### config.mk
export PLATFORM = sky130hd
export DESIGN_NAME = three_channel_pcm_mixer_with_volume
export DESIGN_NICKNAME = d
export VERILOG_FILES = /design/src/design/mix3_pkg.sv /design/src/design/three_channel_pcm_mixer_with_volume.sv
export SDC_FILE = /design/constraint.sdc
export NUM_CORES = 1
export LEC_CHECK = 0
export ABC_AREA = 1
export ABC_CLOCK_PERIOD_IN_PS = 7600
export BUFFER_PORTS_ARGS = -buffer_cell sky130_fd_sc_hd__buf_2
export CAP_MARGIN = 15
export CORE_MARGIN = 4
export CORE_UTILIZATION = 35
export CTS_CLUSTER_DIAMETER = 80
export DETAILED_ROUTE_END_ITERATION = 8
export PLACE_DENSITY = 0.49
export SLEW_MARGIN = 30
export SYNTH_ARGS = -nofsm -noshare
export SYNTH_HDL_FRONTEND = slang
export SYNTH_SLANG_ARGS = --single-unit
### constraint.sdc
create_clock -name clk -period 7.6 [get_ports clk]
set_input_delay 0 -clock clk [delete_from_list [all_inputs] [get_ports clk]]
set_output_delay 0 -clock clk [all_outputs]
set_load 0.1 [all_outputs]
### src/design/mix3_pkg.sv
`timescale 1ns / 1ps
// ----------------------------------------------------------------------------
// mix3_pkg
// Shared types, constants and the shift-add volume function of the
// three-channel PCM mixer.
// ----------------------------------------------------------------------------
package mix3_pkg;

  localparam int SAMPLE_W = 16;
  localparam int VOL_W    = 5;
  localparam int MASK_W   = 3;
  localparam int NUM_CH   = 3;
  localparam int ADDR_W   = 4;
  localparam int DATA_W   = 32;
  localparam int PROD_W   = 2 * SAMPLE_W;
  localparam int MIX_W    = SAMPLE_W + 2;
  localparam int CH_W     = 2;

  localparam logic signed [SAMPLE_W-1:0] ZC_LIMIT    = 16'sd50;
  localparam logic [VOL_W-1:0]           VOL_RESET   = 5'd16;
  localparam logic [MASK_W-1:0]          MIXEN_RESET = 3'd0;
  localparam logic [CH_W-1:0]            LAST_CH     = 2'd2;

  typedef enum logic [1:0] {
    REG_TARGET0 = 2'd0,
    REG_TARGET1 = 2'd1,
    REG_TARGET2 = 2'd2,
    REG_MIX_EN  = 2'd3
  } reg_idx_t;

  typedef enum logic [2:0] {
    ST_IDLE,
    ST_SCALE,
    ST_PICK,
    ST_MUL,
    ST_COMB,
    ST_FSCALE,
    ST_OUT
  } state_t;

  // Bits 0..3 add s>>4, s>>3, s>>2, s>>1; bit 4 passes s and overrides the rest
  function automatic logic signed [SAMPLE_W-1:0] scale_sample(
    input logic signed [SAMPLE_W-1:0] s,
    input logic [VOL_W-1:0]           vol
  );
    logic signed [SAMPLE_W-1:0] acc;
    acc = '0;
    if (vol[0]) acc = acc + (s >>> 4);
    if (vol[1]) acc = acc + (s >>> 3);
    if (vol[2]) acc = acc + (s >>> 2);
    if (vol[3]) acc = acc + (s >>> 1);
    if (vol[4]) acc = s;
    return acc;
  endfunction

endpackage

### src/design/three_channel_pcm_mixer_with_volume.sv
`timescale 1ns / 1ps
// ----------------------------------------------------------------------------
// three_channel_pcm_mixer_with_volume
// Mixes three PCM channels into one sample with per-channel volume and
// a shared multiplier for the a+b-ab pair mix.
//
//   port group   direction   handshake          payload
//   input word   in          in_valid/in_stall  sample_a/b/c, active_mask
//   output word  out         out_valid/out_stall mixed_sample
//   registers    in/out      APB psel/penable   paddr, pwdata, prdata
//
// One word at a time, and a word also waits out any output stall. With one or
// two channels active the scaler steps over all three channels either way. The
// single 16x16 multiplier and the single shift-add scaler are reused by a small
// sequencer.
// in_stall is high whenever the sequencer is busy. rst (synchronous) returns
// volumes to 16, mix enables to 0 and empties the output register.
// ----------------------------------------------------------------------------
module three_channel_pcm_mixer_with_volume
  import mix3_pkg::*;
(
  input  logic                       clk,
  input  logic                       rst,
  input  logic                       in_valid,
  output logic                       in_stall,
  input  logic signed [SAMPLE_W-1:0] sample_a,
  input  logic signed [SAMPLE_W-1:0] sample_b,
  input  logic signed [SAMPLE_W-1:0] sample_c,
  input  logic [MASK_W-1:0]          active_mask,
  output logic                       out_valid,
  input  logic                       out_stall,
  output logic signed [SAMPLE_W-1:0] mixed_sample,
  input  logic                       psel,
  input  logic                       penable,
  input  logic                       pwrite,
  input  logic [ADDR_W-1:0]          paddr,
  input  logic [DATA_W-1:0]          pwdata,
  output logic [DATA_W-1:0]          prdata,
  output logic                       pready
);

  state_t state, state_next;

  logic [VOL_W-1:0]  target_vol [NUM_CH];
  logic [VOL_W-1:0]  applied_volume [NUM_CH];
  logic [MASK_W-1:0] mix_enables;

  logic signed [SAMPLE_W-1:0] samp [NUM_CH];
  logic signed [SAMPLE_W-1:0] v [NUM_CH];
  logic [MASK_W-1:0]          act_mask;
  logic [CH_W-1:0]            ch;

  logic signed [SAMPLE_W-1:0] x, y, res;
  logic                       wx, wy, halve, second;
  logic signed [PROD_W-1:0]   prod;

  logic                       accept, out_free, cfg_wr, zc, single;
  reg_idx_t                   wr_idx;
  logic signed [SAMPLE_W-1:0] sc_in, sc_out, cur_s;
  logic [VOL_W-1:0]           sc_vol;
  logic signed [MIX_W-1:0]    lin, pr, mres;
  logic signed [SAMPLE_W-1:0] mix_out;

  assign pready   = 1'b1;
  assign in_stall = (state != ST_IDLE);
  assign accept   = in_valid && !in_stall;
  assign out_free = !out_valid || !out_stall;
  assign cfg_wr   = psel && penable && pwrite && pready;
  assign wr_idx   = reg_idx_t'(paddr[ADDR_W-1:2]);

  // Register file
  always_ff @(posedge clk) begin
    if (rst) begin
      target_vol[0] <= VOL_RESET;
      target_vol[1] <= VOL_RESET;
      target_vol[2] <= VOL_RESET;
      mix_enables   <= MIXEN_RESET;
    end else if (cfg_wr) begin
      case (wr_idx)
        REG_TARGET0: target_vol[0] <= pwdata[VOL_W-1:0];
        REG_TARGET1: target_vol[1] <= pwdata[VOL_W-1:0];
        REG_TARGET2: target_vol[2] <= pwdata[VOL_W-1:0];
        REG_MIX_EN:  mix_enables   <= pwdata[MASK_W-1:0];
        default:     ;
      endcase
    end
  end

  always_comb begin
    case (reg_idx_t'(paddr[ADDR_W-1:2]))
      REG_TARGET0: prdata = {{(DATA_W-VOL_W){1'b0}}, target_vol[0]};
      REG_TARGET1: prdata = {{(DATA_W-VOL_W){1'b0}}, target_vol[1]};
      REG_TARGET2: prdata = {{(DATA_W-VOL_W){1'b0}}, target_vol[2]};
      REG_MIX_EN:  prdata = {{(DATA_W-MASK_W){1'b0}}, mix_enables};
      default:     prdata = '0;
    endcase
  end

  // Shared shift-add scaler
  assign cur_s = samp[ch];
  assign zc    = (cur_s < ZC_LIMIT) && (cur_s > -ZC_LIMIT);

  always_comb begin
    if (state == ST_FSCALE) begin
      sc_in  = x;
      sc_vol = target_vol[0];
    end else begin
      sc_in  = cur_s;
      sc_vol = zc ? target_vol[ch] : applied_volume[ch];
    end
  end

  assign sc_out = scale_sample(sc_in, sc_vol);

  // Pair mix from the registered product; sign test uses the unweighted operands
  assign lin = (wx ? MIX_W'(x) : '0) + (wy ? MIX_W'(y) : '0);
  assign pr  = (wx && wy) ? MIX_W'(prod[PROD_W-1:SAMPLE_W-1]) : '0;
  assign mres    = (x[SAMPLE_W-1] && y[SAMPLE_W-1]) ? lin + pr : lin - pr;
  assign mix_out = halve ? mres[SAMPLE_W:1] : mres[SAMPLE_W-1:0];

  assign single = (act_mask == 3'b001) || (act_mask == 3'b010) || (act_mask == 3'b100);

  // Sequencer
  always_ff @(posedge clk) begin
    if (rst) state <= ST_IDLE;
    else     state <= state_next;
  end

  always_comb begin
    state_next = state;
    case (state)
      ST_IDLE: begin
        if (accept) begin
          if (active_mask == '0)       state_next = ST_OUT;
          else if (active_mask == '1)  state_next = ST_MUL;
          else                         state_next = ST_SCALE;
        end
      end
      ST_SCALE:  if (ch == LAST_CH) state_next = ST_PICK;
      ST_PICK:   state_next = single ? ST_OUT : ST_MUL;
      ST_MUL:    state_next = ST_COMB;
      ST_COMB: begin
        if (act_mask != '1)  state_next = ST_OUT;
        else if (second)     state_next = ST_FSCALE;
        else                 state_next = ST_MUL;
      end
      ST_FSCALE: state_next = ST_OUT;
      ST_OUT:    if (out_free) state_next = ST_IDLE;
      default:   state_next = ST_IDLE;
    endcase
  end

  // Latched volumes
  always_ff @(posedge clk) begin
    if (rst) begin
      applied_volume[0] <= VOL_RESET;
      applied_volume[1] <= VOL_RESET;
      applied_volume[2] <= VOL_RESET;
    end else if (state == ST_SCALE && act_mask[ch] && zc) begin
      applied_volume[ch] <= target_vol[ch];
    end
  end

  // Datapath
  always_ff @(posedge clk) begin
    case (state)
      ST_IDLE: begin
        if (accept) begin
          samp[0]  <= sample_a;
          samp[1]  <= sample_b;
          samp[2]  <= sample_c;
          act_mask <= active_mask;
          ch       <= '0;
          res      <= '0;
          x        <= sample_a;
          y        <= sample_b;
          wx       <= mix_enables[0];
          wy       <= mix_enables[1];
          halve    <= 1'b1;
          second   <= 1'b0;
        end
      end
      ST_SCALE: begin
        v[ch] <= sc_out;
        ch    <= ch + 1'b1;
      end
      ST_PICK: begin
        res   <= act_mask[0] ? v[0] : (act_mask[1] ? v[1] : v[2]);
        x     <= act_mask[0] ? v[0] : v[1];
        y     <= act_mask[2] ? v[2] : v[1];
        wx    <= 1'b1;
        wy    <= 1'b1;
        halve <= 1'b1;
      end
      ST_MUL: prod <= x * y;
      ST_COMB: begin
        res    <= mix_out;
        // Feed the pair mix on with channel 2, no halving this time
        x      <= mix_out;
        y      <= samp[2];
        wx     <= 1'b1;
        wy     <= mix_enables[2];
        halve  <= 1'b0;
        second <= 1'b1;
      end
      ST_FSCALE: res <= sc_out;
      default: ;
    endcase
  end

  // Output register
  always_ff @(posedge clk) begin
    if (rst) begin
      out_valid <= 1'b0;
    end else if (state == ST_OUT && out_free) begin
      out_valid <= 1'b1;
    end else if (out_valid && !out_stall) begin
      out_valid <= 1'b0;
    end
  end

  always_ff @(posedge clk) begin
    if (state == ST_OUT && out_free) mixed_sample <= res;
  end

endmodule

# Word level (Yosys, flattened, before mapping)
# Memories as Yosys holds them, arrays and structs flattened. A register that Yosys moved wholly into a read port is not among the register bits.
# Cells that the tools add are included.
[op_classes] bitwise_logic=3 n_reduce_logical=36 addsub=7 mux=78 n_eq_ne=18 n_lt_le_gt_ge=3 multipliers=1
[ops] cell="$mux W16" count=14
[ops] cell="$pmux W32 S4" count=1
[ops] cell="$pmux W16 S3" count=2
[ops] cell="$mux W17" count=4
[ops] cell="$pmux W16 S4" count=1
[ops] cell="$add A17 B17 Y17" count=2
[ops] cell="$mul A16 B16 Y32" count=1
[ops] cell="$mux W1" count=30
[ops] cell="$mux W5" count=6
[ops] cell="$mux W3" count=7
[ops] cell="$pmux W3 S7" count=1
[ops] cell="$sub A17 B17 Y17" count=1
[ops] cell="$add A16 B13 Y16" count=1
[ops] cell="$add A16 B14 Y16" count=1
[ops] cell="$add A16 B15 Y16" count=1
[ops] cell="$gt A16 B7 Y1 const B" count=1
[ops] cell="$lt A16 B7 Y1 const B" count=1
[ops] cell="$eq A3 B3 Y1 const B" count=5
[ops] cell="$reduce_and A2 Y1" count=7
[ops] cell="$mux W2" count=6
[ops] cell="$logic_and A1 B1 Y1" count=10
[ops] cell="$eq A3 B2 Y1 const B" count=3
[ops] cell="$reduce_bool A2 Y1" count=4
[ops] cell="$eq A2 B2 Y1 const B" count=3
[ops] cell="other kinds (20)" count=33
[word_totals] output_inout_bits=51 register_bits=112 inputBits=94 ram_bits=126 wordCells=164 mem_count=4
[mem_list] memory="samp" depth=3 width=16 read_ports=2 rd_clocked_by_memory_dff=1 write_ports=3 line_no="three_channel_pcm_mixer_with_volume.sv:48" text="logic signed [SAMPLE_W-1:0] samp [NUM_CH];"
[mem_list] memory="v" depth=3 width=16 read_ports=3 rd_clocked_by_memory_dff=0 write_ports=1 line_no="three_channel_pcm_mixer_with_volume.sv:49" text="logic signed [SAMPLE_W-1:0] v [NUM_CH];"
[mem_list] memory="applied_volume" depth=3 width=5 read_ports=1 rd_clocked_by_memory_dff=1 write_ports=3 line_no="three_channel_pcm_mixer_with_volume.sv:45" text="logic [VOL_W-1:0] applied_volume [NUM_CH];"
[mem_list] memory="target_vol" depth=3 width=5 read_ports=4 rd_clocked_by_memory_dff=1 write_ports=3 line_no="three_channel_pcm_mixer_with_volume.sv:44" text="logic [VOL_W-1:0] target_vol [NUM_CH];"

# Longest topological paths before layout
# Gate-level depths: netlist (run 1).
[logic_depth] ltp_word=13 ltp_mapped=55

# Worst setup path after synthesis (run 1)
# Ideal clock, no wire load.
[synth_timing] kind="register -> register" start="reg state[1]" end="mem v[0][15] (data pin)" setup_ns=0.260 arrival_ns=6.290 synth_period_minus_slack_ns=6.551 path_buffers=3 required_ns=7.340 path_stages_with_launch=46 setup_slack_ns=1.049 path_cell_list="dfxtp_1 nor2_1 nand2_1 clkbuf_1 clkbuf_1 buf_2 o21ai_0 inv_1 ha_1 inv_1 fa_1 nor2_1 nor2_1 nand2_1 nand2_1 o21ai_1 nand2_1 nand3_1 [10 not listed] a21oi_1 or2_2 nand2_1 a21oi_1 xor2_1 nand2_1 and2_1 ha_1 nand2_1 nor2_1 nand3_1 o2111ai_1 o21ai_0 a21oi_1 xor2_1 a21o_1 nand3_1 and2_1"
[synth_via] elab_chain_cells=10 elab_cells_between_ends=11
[synth_rtl] element="start, declared" line_no="three_channel_pcm_mixer_with_volume.sv:42" text="state_t state, state_next;"
[synth_rtl] element="start signal, assigned" line_no="three_channel_pcm_mixer_with_volume.sv:126" text="else state <= state_next;"
[synth_rtl] element="$eq A3 B3 Y1 *" line_no="three_channel_pcm_mixer_with_volume.sv:104" text="if (state == ST_FSCALE) begin"
[synth_rtl] element="$mux W16 or $mux W5 (tied branches)" line_no="three_channel_pcm_mixer_with_volume.sv:104"
[synth_rtl] element="$mux W16" line_no="mix3_pkg.sv:48" text="if (vol[0]) acc = acc + (s >>> 4);"
[synth_rtl] element="$add A16 B13 Y16" line_no="mix3_pkg.sv:49" text="if (vol[1]) acc = acc + (s >>> 3);"
[synth_rtl] element="$mux W16" line_no="mix3_pkg.sv:49"
[synth_rtl] element="$add A16 B14 Y16" line_no="mix3_pkg.sv:50" text="if (vol[2]) acc = acc + (s >>> 2);"
[synth_rtl] element="$mux W16" line_no="mix3_pkg.sv:50"
[synth_rtl] element="$add A16 B15 Y16" line_no="mix3_pkg.sv:51" text="if (vol[3]) acc = acc + (s >>> 1);"
[synth_rtl] element="$mux W16" line_no="mix3_pkg.sv:51"
[synth_rtl] element="$mux W16 *" line_no="mix3_pkg.sv:52" text="if (vol[4]) acc = s;"
[synth_rtl] element="net sc_out[15]" line_no="three_channel_pcm_mixer_with_volume.sv:59" text="logic signed [SAMPLE_W-1:0] sc_in, sc_out, cur_s;"
[synth_rtl] element="end, declared" line_no="three_channel_pcm_mixer_with_volume.sv:49"
# The timed path passes the listed nets; every way through them passes the cells marked *.

# Worst setup path in the final report (run 1)
[layout_timing] start="reg y[2]" end="reg prod[30] (data pin)"
[layout_via] elab_chain_cells=1
[layout_rtl] element="start, declared" line_no="three_channel_pcm_mixer_with_volume.sv:53" text="logic signed [SAMPLE_W-1:0] x, y, res;"
[layout_rtl] element="start signal, assigned" line_no="three_channel_pcm_mixer_with_volume.sv:176" text="y <= sample_b;"
[layout_rtl] element="start signal, assigned" line_no="three_channel_pcm_mixer_with_volume.sv:190" text="y <= act_mask[2] ? v[2] : v[1];"
[layout_rtl] element="start signal, assigned" line_no="three_channel_pcm_mixer_with_volume.sv:200" text="y <= samp[2];"
[layout_rtl] element="$mul A16 B16 Y32" line_no="three_channel_pcm_mixer_with_volume.sv:195" text="ST_MUL: prod <= x * y;"
[layout_rtl] element="end signal, assigned" line_no="three_channel_pcm_mixer_with_volume.sv:195"
[layout_rtl] element="end, declared" line_no="three_channel_pcm_mixer_with_volume.sv:55" text="logic signed [PROD_W-1:0] prod;"
# No other way between the ends.
# A chain may end at the register's enable or synchronous reset.

==> results.md, run 1 <==
- Core ar.: around 70,000 sq um
- Max-slew headroom: ~29%
- Placement Cell Area: approximately 26,000 sq um
- Synth cell types: 61
- Hold path startpoint: penable
- Worst EP arrival: roughly 7.4 ns
- Post-synth EDFFs: roughly 220
- Worst-Margin Slew: between 1 and 1.5 ns
- H-tree levels: 1
- Max_cap viols: 0
- Clk sink count: 230
- Port buffer count: 87
- Achievable Freq: approximately 140 MHz
- Area leader, netlist: edfxtp_1
- Worst r2r dst: prod[30]
- Most frequent cells after synthesis: 724 x nand2_1, 622 x inv_1, 266 x fa_1, 221 x edfxtp_1, 158 x ha_1
- Reg2reg start: y[2]
- Remaining DRCs: 0
- Worst hold path cell count: 5
- R2r setup slk: 0.56 ns
- Post-DP HPWL: roughly 63,000 microns
- Nets: about 3,600
- Total track usage: a little over a fifth
- Endpoint, Worst Hold: target_vol[2][1]
- Clock Skew: approximately 0.013 ns
- DRT iter0 DRCs: between 1,500 and 2,000
- Post-synthesis cell count: between 2,000 and 3,000
- DR vias/cell: 4.92
- First-pass GRT wire length: roughly 120,000 microns
- Synth warnings: 0
- Hold Crit Class: in2reg
- Synth area leaders: edfxtp_1 27%, fa_1 21%, nand2_1 11%, inv_1 9.4%, ha_1 8.0%
- Initial antenna violation count: 3
- Fin area: about 28,000 sq um
- Final worst setup slack: 0.561 ns
- Vias in the first global route: 20,700
- Largest net degree at the start of global routing: between 50 and 60
- Tcrit/Tclk final: 92.6%
- Asr flop ratio synth: 0%
- Slew Limit Fails: 0
- Post-synthesis register bit count: 230
- Layout cells sized above 1: under 10%
- Nature of the critical path startpoint: register
- Fill count: 7,218
- Die width: about 270 microns
- Reg clk slew, reported paths: approximately 0.060 ns
- Clk_lat worst skew: a little under 0.6 ns
- Pre-CTS setup slack: 0.334 ns
- Final setup violation count: 0
- CTS Buf Count: 29
- Final Core Density: about two fifths
- CP max FO: 17
- Outcome: complete, no violations
- WP data required: ~7.9 ns
- DRT Wirelength: just under 80,000 microns
- Antenna viol nets, final: 0
- Synthesized area: roughly 25,000 sq um
- R2R depth: 22
- Mapped Avg Cell Area: 8.34 sq um
- Drt pass-1 iters: 6
- Ports: 145
- Layout area overhead: 13.1%
- Die Height: ~270 microns
- Count leader, synth: nand2_1
- Sequential share of the synthesized area: between 20% and 30%
- Std-Cell Rows: just under 100
- CP endpoint kind: register
- CTS tree: built
- Hold Slack: 0.125 ns
- Main synth FF type: edfxtp_1
- Root buf cell: clkbuf_16
- Die area: ~75,000 sq um
- Global placement routability congestion: 0.902
- Total grt overflow: 0
- Min cycle time layout: between 7 and 8 ns
- Final Hold Vio Count: 0
- Routed via count: 20,000
- Top cell type's share of synthesized area: between 20% and 30%
- Worst setup path class: reg2reg
- Initial Util: between 30% and 40%
- CTS max path bufs: 3
- Avg WL per Cell: between 15 and 20 microns
## sequential cells by signal, indices dropped and copies added, names as in the netlist, 2 cells and up, named ones only
signal,count
prod,17
mix_enables,3
v,48
y,16
ch,2
act_mask,3
applied_volume,20
mixed_sample,16
target_vol,15
state,3
samp,48
x,16
res,16
## cells by family (layout without fill, tap and decap cells)
kind of cell / count (synthesis) / after routing / synth area share [%]
AND/OR/NAND/NOR: 1055 / 1055 / 17.5
buffers and inverters: 778 / 908 / 12.5
adder cells (fa/ha/maj): 424 / 424 / 29.4
AO/OA/AOI/OAI: 381 / 381 / 9.27
flip-flops: 230 / 230 / 27.5
XOR/XNOR: 94 / 94 / 3.32
multiplexers: 11 / 11 / 0.499
other: 2 / 29 / 0.0303
## layout make-up
type / count / area, sq um / area share [%]
diodes: 1 / 2.50 / 0.00892
clock buffers: 42 / 805 / 2.87
clock inverters: 11 / 141 / 0.504
inverters: 632 / 2380 / 8.49
multi-input cells: 1993 / 15100 / 53.8
flip-flops and latches: 230 / 6820 / 24.3
well taps: 940 / 1180 / 4.19
repair buffers: 223 / 1630 / 5.83
## metal layers
layer / track usage [%] / share of wire [%] / vias up
met5: 0 / 0.014 / -
met4: 4.82 / 2.4 / 2
met3: 2.28 / 5.6 / 91
met2: 35.7 / 48 / 571
met1: 28.8 / 44 / 9880
li1: - / - / 9494
## repair_timing
action	CTS	global route
hold buffers	63	0
buffers inserted	0	5
gates resized for setup	0	31
hold endpoints to repair	121	0
endpoints found under the setup margin	0	20
## through the flow
| stage | TNS [ns] | cells |
|---|---|---|
| CTS | 0 | 4064 |
| global placement | 0 | 3948 |
| finish | 0 | 4072 |
| global route | -0.0468 | 4071 |
| floorplan | 0 | 3001 |
| detailed placement | 0 | 3948 |
## cells in the final DEF (no fill, tap or decap), types with 26 or more instances in the layout
master | synthesis | final
xnor2_1 | 26 | 26
nand3_1 | 113 | 113
dlygate4sd3_1 | 0 | 63
o21ai_0 | 117 | 112
clkbuf_16 | 0 | 29
inv_1 | 622 | 621
buf_2 | 15 | 87
ha_1 | 158 | 156
fa_1 | 266 | 265
buf_4 | 31 | 69
edfxtp_1 | 221 | 221
nand2_1 | 724 | 722
a21oi_1 | 139 | 138
conb_1 | 2 | 28
xor2_1 | 68 | 68
nor2_1 | 133 | 127
## critical path, cell delays in order (launching register included)
cell and delay, ns:
edfxtp_1 0.96, nand2_1 0.17, fa_1 0.55, inv_1 0.06, fa_1 0.53, inv_1 0.05
fa_1 0.50, inv_1 0.05, fa_1 0.54, inv_1 0.06, fa_1 0.53, inv_1 0.07
fa_1 0.47, ha_1 0.33, nand4_1 0.15, o221ai_1 0.30, a21o_1 0.20, a21oi_1 0.15
o221ai_1 0.32, nand3_1 0.20, a22oi_1 0.28, a21oi_1 0.13, xor2_1 0.15
## worst max path at each step
stage              from        to  slack (ns)  cells after the start
2_1_floorplan  state[1]  v[0][15]        1.05                     45
3_3_place_gp   register  v[0][15]        0.41                     51
3_5_place_dp   register  v[1][15]        0.33                     50
4_1_cts        register  v[1][15]        0.29                     50
5_1_grt        register  v[1][15]       -0.01                     49
6_report           y[2]  prod[30]        0.56                     22
Power of run 1 is not shown: default switching activity piles up to over one toggle a cycle in this logic, so the estimate is an artifact.
==> inputs of run 2 (changes only) <==
--- a/config.mk
+++ b/config.mk
@@ -6,7 +6,7 @@
 export NUM_CORES = 1
 export LEC_CHECK = 0
 export ABC_AREA = 1
-export ABC_CLOCK_PERIOD_IN_PS = 7600
+export ABC_CLOCK_PERIOD_IN_PS = 8700
 export BUFFER_PORTS_ARGS = -buffer_cell sky130_fd_sc_hd__buf_2
 export CAP_MARGIN = 15
 export CORE_MARGIN = 4
==> constraint.sdc (replaced) <==
create_clock -name clk -period 8.7 [get_ports clk]
set_input_delay 0 -clock clk [delete_from_list [all_inputs] [get_ports clk]]
set_output_delay 0 -clock clk [all_outputs]
set_load 0.1 [all_outputs]
==> results.md, run 2 (same netlist as run 1, synthesis figures left out) <==
- Outcome: complete, no violations
- Avg WL per Cell: 19.1 microns (-1.0%)
- H-tree levels: 1 (unchanged)
- DRT iter0 DRCs: 1,172 (-29%)
- Vias in the first global route: 20,900 (+0.85%)
- Critical-path top delay cell: o21ai_0
- Total grt overflow: 0 (unchanged)
- Std-Cell Rows: 97 (unchanged)
- Commonest non-fill, non-tap cell in the layout: nand2_1
- Layout area overhead: 12.3%
- Max-slew headroom: 32.1% (+3.4 points)
- CTS max path bufs: 3 (unchanged)
- Final Core Density: 39.7% (-0.26 points)
- Final setup violation count: 0 (unchanged)
- Most frequent cells in the layout: 724 x nand2_1, 621 x inv_1, 266 x fa_1
- Layout cells sized above 1: 8.56% (-0.99 points)
- Clock Skew: 0.0117 ns (-0.000777 ns)
- CP max FO: 28 (+11)
- Reg clk slew, reported paths: 0.06 ns (about the same)
- WP data required: 9.03 ns (+1.11 ns)
- Clk sink count: 230 (unchanged)
- Initial antenna violation count: 2 (-1)
- Hold Crit Class: in2reg
- Worst EP arrival: 8.18 ns (+0.82 ns)
- Die area: 75,200 sq um (unchanged)
- Largest net degree at the start of global routing: 53 (-1.9%)
- CTS tree: built
- Port buffer count: 87 (unchanged)
- CP endpoint kind: register
- Root buf cell: clkbuf_16
- Final worst setup slack: 0.850 ns (+0.290 ns)
- Routed via count: 20,000 (-0.40%)
- Drt pass-1 iters: 5 (-1)
- Die Height: 274 microns (unchanged)
- First-pass GRT wire length: 120,000 microns (-1.6%)
- Remaining DRCs: 0 (unchanged)
- Achievable Freq: 127 MHz (-10%)
- Crit path top cell by count: nand2_1
- Pre-CTS setup slack: 0.779 ns (+0.445 ns)
- Antenna viol nets, final: 0 (unchanged)
- Global placement routability congestion: 0.874 (-3.1%)
- Final Hold Vio Count: 0 (unchanged)
- Max_cap viols: 0 (unchanged)
- Worst setup path class: reg2reg
- Nets: 3,604 (-0.63%)
- Ports: 145 (unchanged)
- ANT cells: 0 (-1)
- CTS Buf Count: 29 (unchanged)
- Tcrit/Tclk final: 90.2% (-2.4 points)
- Top flop regs: samp (48), v (48), applied_volume (20)
- Slew Limit Fails: 0 (unchanged)
- DRT Wirelength: 77,200 microns (-1.6%)
- Clk_lat worst skew: 0.59 ns (about the same)
- Initial Util: 35.4% (unchanged)
- Setup_tns: 0 ns (unchanged)
- Min cycle time layout: 7.85 ns (+0.810 ns)
- Slowest stage delay, CP: 0.46 ns (-0.50 ns)
- Core ar.: 70,100 sq um (unchanged)
- Nature of the critical path startpoint: register
- Total track usage: 20.7% (-0.29 points)
- RSZ-0062 raised after global routing: no
- Die width: 274 microns (unchanged)
- Post-DP HPWL: 60,500 microns (-3.1%)
- DR vias/cell: 4.93 (+0.19%)
- Worst-Margin Slew: 1.02 ns (-0.0512 ns)
- Hold Slack: 0.106 ns (-0.0194 ns)
[run 2: changes by cell type in the layout (fill, tap and decap cells not counted), sizes merged]
cell,delta
diode,-1
dlygate4sd3,+2
clkinv,+3
clkbuf,-9
bufinv,+2
inv,+2
buf,-24
clkinvlp,+1
[run 2: routing by layer]
metal / track usage (%) / share of wire [%]
met1: 27.1 / 43
met2: 35.6 / 48
met3: 2.74 / 5.9
met4: 6.39 / 3.4
met5: 0 / 0
[run 2: area by class of cell]
| type | instances | area, sq um |
|---|---|---|
| Clock buffer | 34 | 744 |
| Inverter | 632 | 2370 |
| Timing Repair Buffer | 200 | 1480 |
| Tap cell | 940 | 1180 |
| Multi-Input combinational cell | 1993 | 15000 |
| Fill cell | 7197 | 42300 |
| Sequential cell | 230 | 6820 |
| Clock inverter | 19 | 240 |
[run 2: per-stage QoR]
step / cell area [sq um] / cells
after floorplan: 24900 / 3001
after global placement: 26100 / 3924
after detailed placement: 26200 / 3927
after CTS: 27800 / 4045
after global routing: 27900 / 4048
final: 27900 / 4048
[run 2: what timing repair did]
| item | CTS | global route |
|---|---|---|
| hold buffers | 65 | 0 |
| resized for setup | 0 | 1 |
| setup buffers | 0 | 0 |
| hold endpoints to repair | 122 | 0 |
| setup endpoints to repair | 0 | 4 |
[run 2: path summary, 6_finish.rpt]
kind,slack [ns],to,depth (start not counted),from
worst max-delay path,0.85,v[0][15],50,register
worst max register to register,0.85,v[0][15],50,register
worst min register to register,0.42,mixed_sample[12],0,res[12]
worst min-delay path,0.11,target_vol[2][1],5,psel
[run 2: critical path, delay by kind of cell (launching register included)]
kind | cells | cell delay [ns]
flops | 1 | 0.34
xor+xnor | 2 | 0.35
buf+inv | 4 | 0.59
simple gates | 31 | 3.69
fa+ha+maj | 3 | 0.94
compound gates | 10 | 1.68
Power of run 2 is left out for the same reason.
==> inputs of run 3 (changes only) <==
--- a/config.mk
+++ b/config.mk
@@ -5,15 +5,15 @@
 export SDC_FILE = /design/constraint.sdc
 export NUM_CORES = 1
 export LEC_CHECK = 0
-export ABC_AREA = 1
 export ABC_CLOCK_PERIOD_IN_PS = 8700
 export BUFFER_PORTS_ARGS = -buffer_cell sky130_fd_sc_hd__buf_2
 export CAP_MARGIN = 15
 export CORE_MARGIN = 4
-export CORE_UTILIZATION = 35
+export CORE_UTILIZATION = 42
+export CTS_BUF_LIST = sky130_fd_sc_hd__clkbuf_8
 export CTS_CLUSTER_DIAMETER = 80
 export DETAILED_ROUTE_END_ITERATION = 8
-export PLACE_DENSITY = 0.49
+export PLACE_DENSITY = 0.57
 export SLEW_MARGIN = 30
 export SYNTH_ARGS = -nofsm -noshare
 export SYNTH_HDL_FRONTEND = slang
==> results.md, run 3 <==
- Synth warnings: 0 (unchanged)
- Sequential share of the synthesized area: 28.0% (+0.56 points)
- Worst EP arrival: 8.41 ns (+0.23 ns)
- Synth area leaders: edfxtp_1 27%, fa_1 22%, ha_1 8.1%, inv_1 5.1%, nand2_1 4.1%
- RSZ-0062 raised after global routing: no
- Hold path startpoint: paddr[2]
- Top flop regs: samp (48), v (48), applied_volume (20)
- Layout cells sized above 1: 10.5% (+1.9 points)
- Final worst setup slack: 0.612 ns (-0.239 ns)
- Core ar.: 56,800 sq um (-19%)
- Synthesized area: 24,300 sq um (-2.0%)
- Final Hold Vio Count: 0 (unchanged)
- Top cell type's share of synthesized area: 27.3% (+0.55 points)
- Drt pass-1 iters: 5 (unchanged)
- Met3 GRT Util: 2.64% (-0.095 points)
- Initial antenna violation count: 3 (+1)
- Post-synthesis register bit count: 230 (unchanged)
- Achievable Freq: 124 MHz (-3.0%)
- CP max FO: 16 (-43%)
- Hold Crit Class: in2reg
- Clock Skew: 0.0496 ns (+0.0378 ns)
- WP data required: 9.03 ns (about the same)
- Asr flop ratio synth: 0% (unchanged)
- Final setup violation count: 0 (unchanged)
- Most frequent cells in the layout: 343 x inv_1, 266 x fa_1, 264 x nand2_1
- Synth cell types: 76 (+25%)
- Placed insts: 3,236 (-18%)
- Reg clk slew, reported paths: 0.06 ns (about the same)
- Clk sink count: 230 (unchanged)
- Avg WL per Cell: 20.2 microns (+6.1%)
- Antenna viol nets, final: 0 (unchanged)
- Met1 GRT Util: 28.9% (+1.8 points)
- Post-DP HPWL: 53,400 microns (-12%)
- Die area: 61,800 sq um (-18%)
- Std-Cell Rows: 87 (-10%)
- Worst setup path class: reg2reg
- Most frequent cells after synthesis: 331 x inv_1, 266 x fa_1, 264 x nand2_1, 221 x edfxtp_1, 158 x ha_1
- Area leader, netlist: edfxtp_1
- Finished Layout Cells: 3,379 (-17%)
- Final Core Density: 47.7% (+8.0 points)
- Post-synthesis cell count: 2,454 (-18%)
- CTS max path bufs: 3 (unchanged)
- Die Height: 249 microns (-9.3%)
- CP endpoint kind: register
- Global placement routability congestion: 0.901 (+3.2%)
- Outcome: complete, no violations
- Critical-path top delay cell: o21ai_0
- Met2 Use GR: 38.2% (+2.6 points)
- Setup_tns: 0 ns (unchanged)
- H-tree levels: 2 (+1)
- Nature of the critical path startpoint: register
- Worst-Margin Slew: 0.938 ns (-0.0810 ns)
- Die width: 249 microns (-9.3%)
- Pre-CTS setup slack: 0.319 ns (-0.460 ns)
- Total grt overflow: 0 (unchanged)
- Max-slew headroom: 37.5% (+5.4 points)
- Ports: 145 (unchanged)
- Commonest non-fill, non-tap cell in the layout: inv_1
- Nets: 3,112 (-14%)
- Initial Util: 42.8% (+7.4 points)
- Remaining DRCs: 0 (unchanged)
- DR vias/cell: 5.39 (+9.4%)
- Routed via count: 18,200 (-8.7%)
- Critical path buffer and inverter count: 3 (-1)
- Largest net degree at the start of global routing: 52 (-1.9%)
- Vias in the first global route: 19,500 (-6.7%)
- CTS tree: built
- Slowest stage delay, CP: 0.40 ns (-0.06 ns)
- Mapped Avg Cell Area: 9.90 sq um (+19%)
- Root buf cell: clkbuf_8
- Min cycle time layout: 8.09 ns (+0.239 ns)
- Main synth FF type: edfxtp_1
- Port buffer count: 87 (unchanged)
- Post-synth EDFFs: 221 (unchanged)
- Fill count: 5,428 (-25%)
- Max_cap viols: 0 (unchanged)
- R2r setup slk: 0.61 ns (-0.24 ns)
- Count leader, synth: inv_1
- CTS Buf Count: 40 (+38%)
- Clk_lat worst skew: 0.62 ns (+0.03 ns)
- Total track usage: 22.1% (+1.5 points)
- DRT iter0 DRCs: 1,161 (-0.94%)
- Layout area overhead: 11.5%
- Busiest metal layer after global routing: met2
- Largest delay share family, worst path: compound AO/OA/AOI/OAI gates
- Slew Limit Fails: 0 (unchanged)
- First-pass GRT wire length: 109,000 microns (-8.7%)
- DRT Wirelength: 68,300 microns (-11%)
- Tcrit/Tclk final: 93.0% (+2.7 points)
-- run 3: final cells by class --
class	count	area (sq um)	area share [%]
Antenna cell	1	2.50	0.00923
Clock buffer	41	564	2.08
Clock inverter	29	201	0.743
Inverter	332	1250	4.61
Multi-Input combinational cell	1773	15700	58.0
Sequential cell	230	6820	25.2
Tap cell	756	946	3.49
Timing Repair Buffer	217	1600	5.92
-- run 3: cells by family (layout without fill, tap and decap cells) --
kind of cell / after synthesis / count (layout) / share of synthesized area (%)
compound gates: 392 / 392 / 10.6
mux: 134 / 134 / 6.19
buf+inv: 477 / 619 / 7.94
flops: 230 / 230 / 28.0
simple gates: 701 / 701 / 13.7
fa+ha+maj: 425 / 425 / 30.1
xor+xnor: 93 / 93 / 3.35
other cells: 2 / 29 / 0.0309
-- run 3: repair_timing --
item / 4_1_cts / 5_1_grt
buffers inserted: 0 / 0
setup endpoints to repair: 0 / 9
hold buffers: 72 / 0
resized for setup: 0 / 13
hold endpoints to repair: 137 / 0
-- run 3: final timing paths --
| check | depth (start not counted) | end |
|---|---|---|
| worst max-delay path | 36 | res[15] |
| worst min-delay path | 2 | target_vol[0][3] |
| worst max register to register | 36 | res[15] |
| worst min register to register | 0 | mixed_sample[11] |
-- run 3: metal layers --
metal / share of wire, % / routed length, microns / vias up
met2: 49 / 33400 / 495
met1: 43 / 29400 / 9158
met4: 3.6 / 2480 / 0
met5: 0 / 0 / -
li1: - / - / 8442
met3: 4.5 / 3050 / 125
-- run 3: metrics by stage --
step	hold slack (ns)	area, sq um
floorplan	0.0989	24400
CTS	0.0392	27100
global route	0.117	27100
finish	0.0535	27100
global placement	0.178	25600
detailed placement	0.181	25600
-- run 3: worst reg2reg max path, delay by kind of cell, from the launching register on --
kind                     cells  cell delay (ns)
AO/OA/AOI/OAI               14             2.79
XOR/XNOR                     4             0.49
adder cells (fa/ha/maj)      3             1.08
buffers and inverters        3             0.55
flip-flops                   1             0.39
multiplexers                 4             1.18
AND/OR/NAND/NOR              8             1.31
Power of run 3 is left out for the same reason.
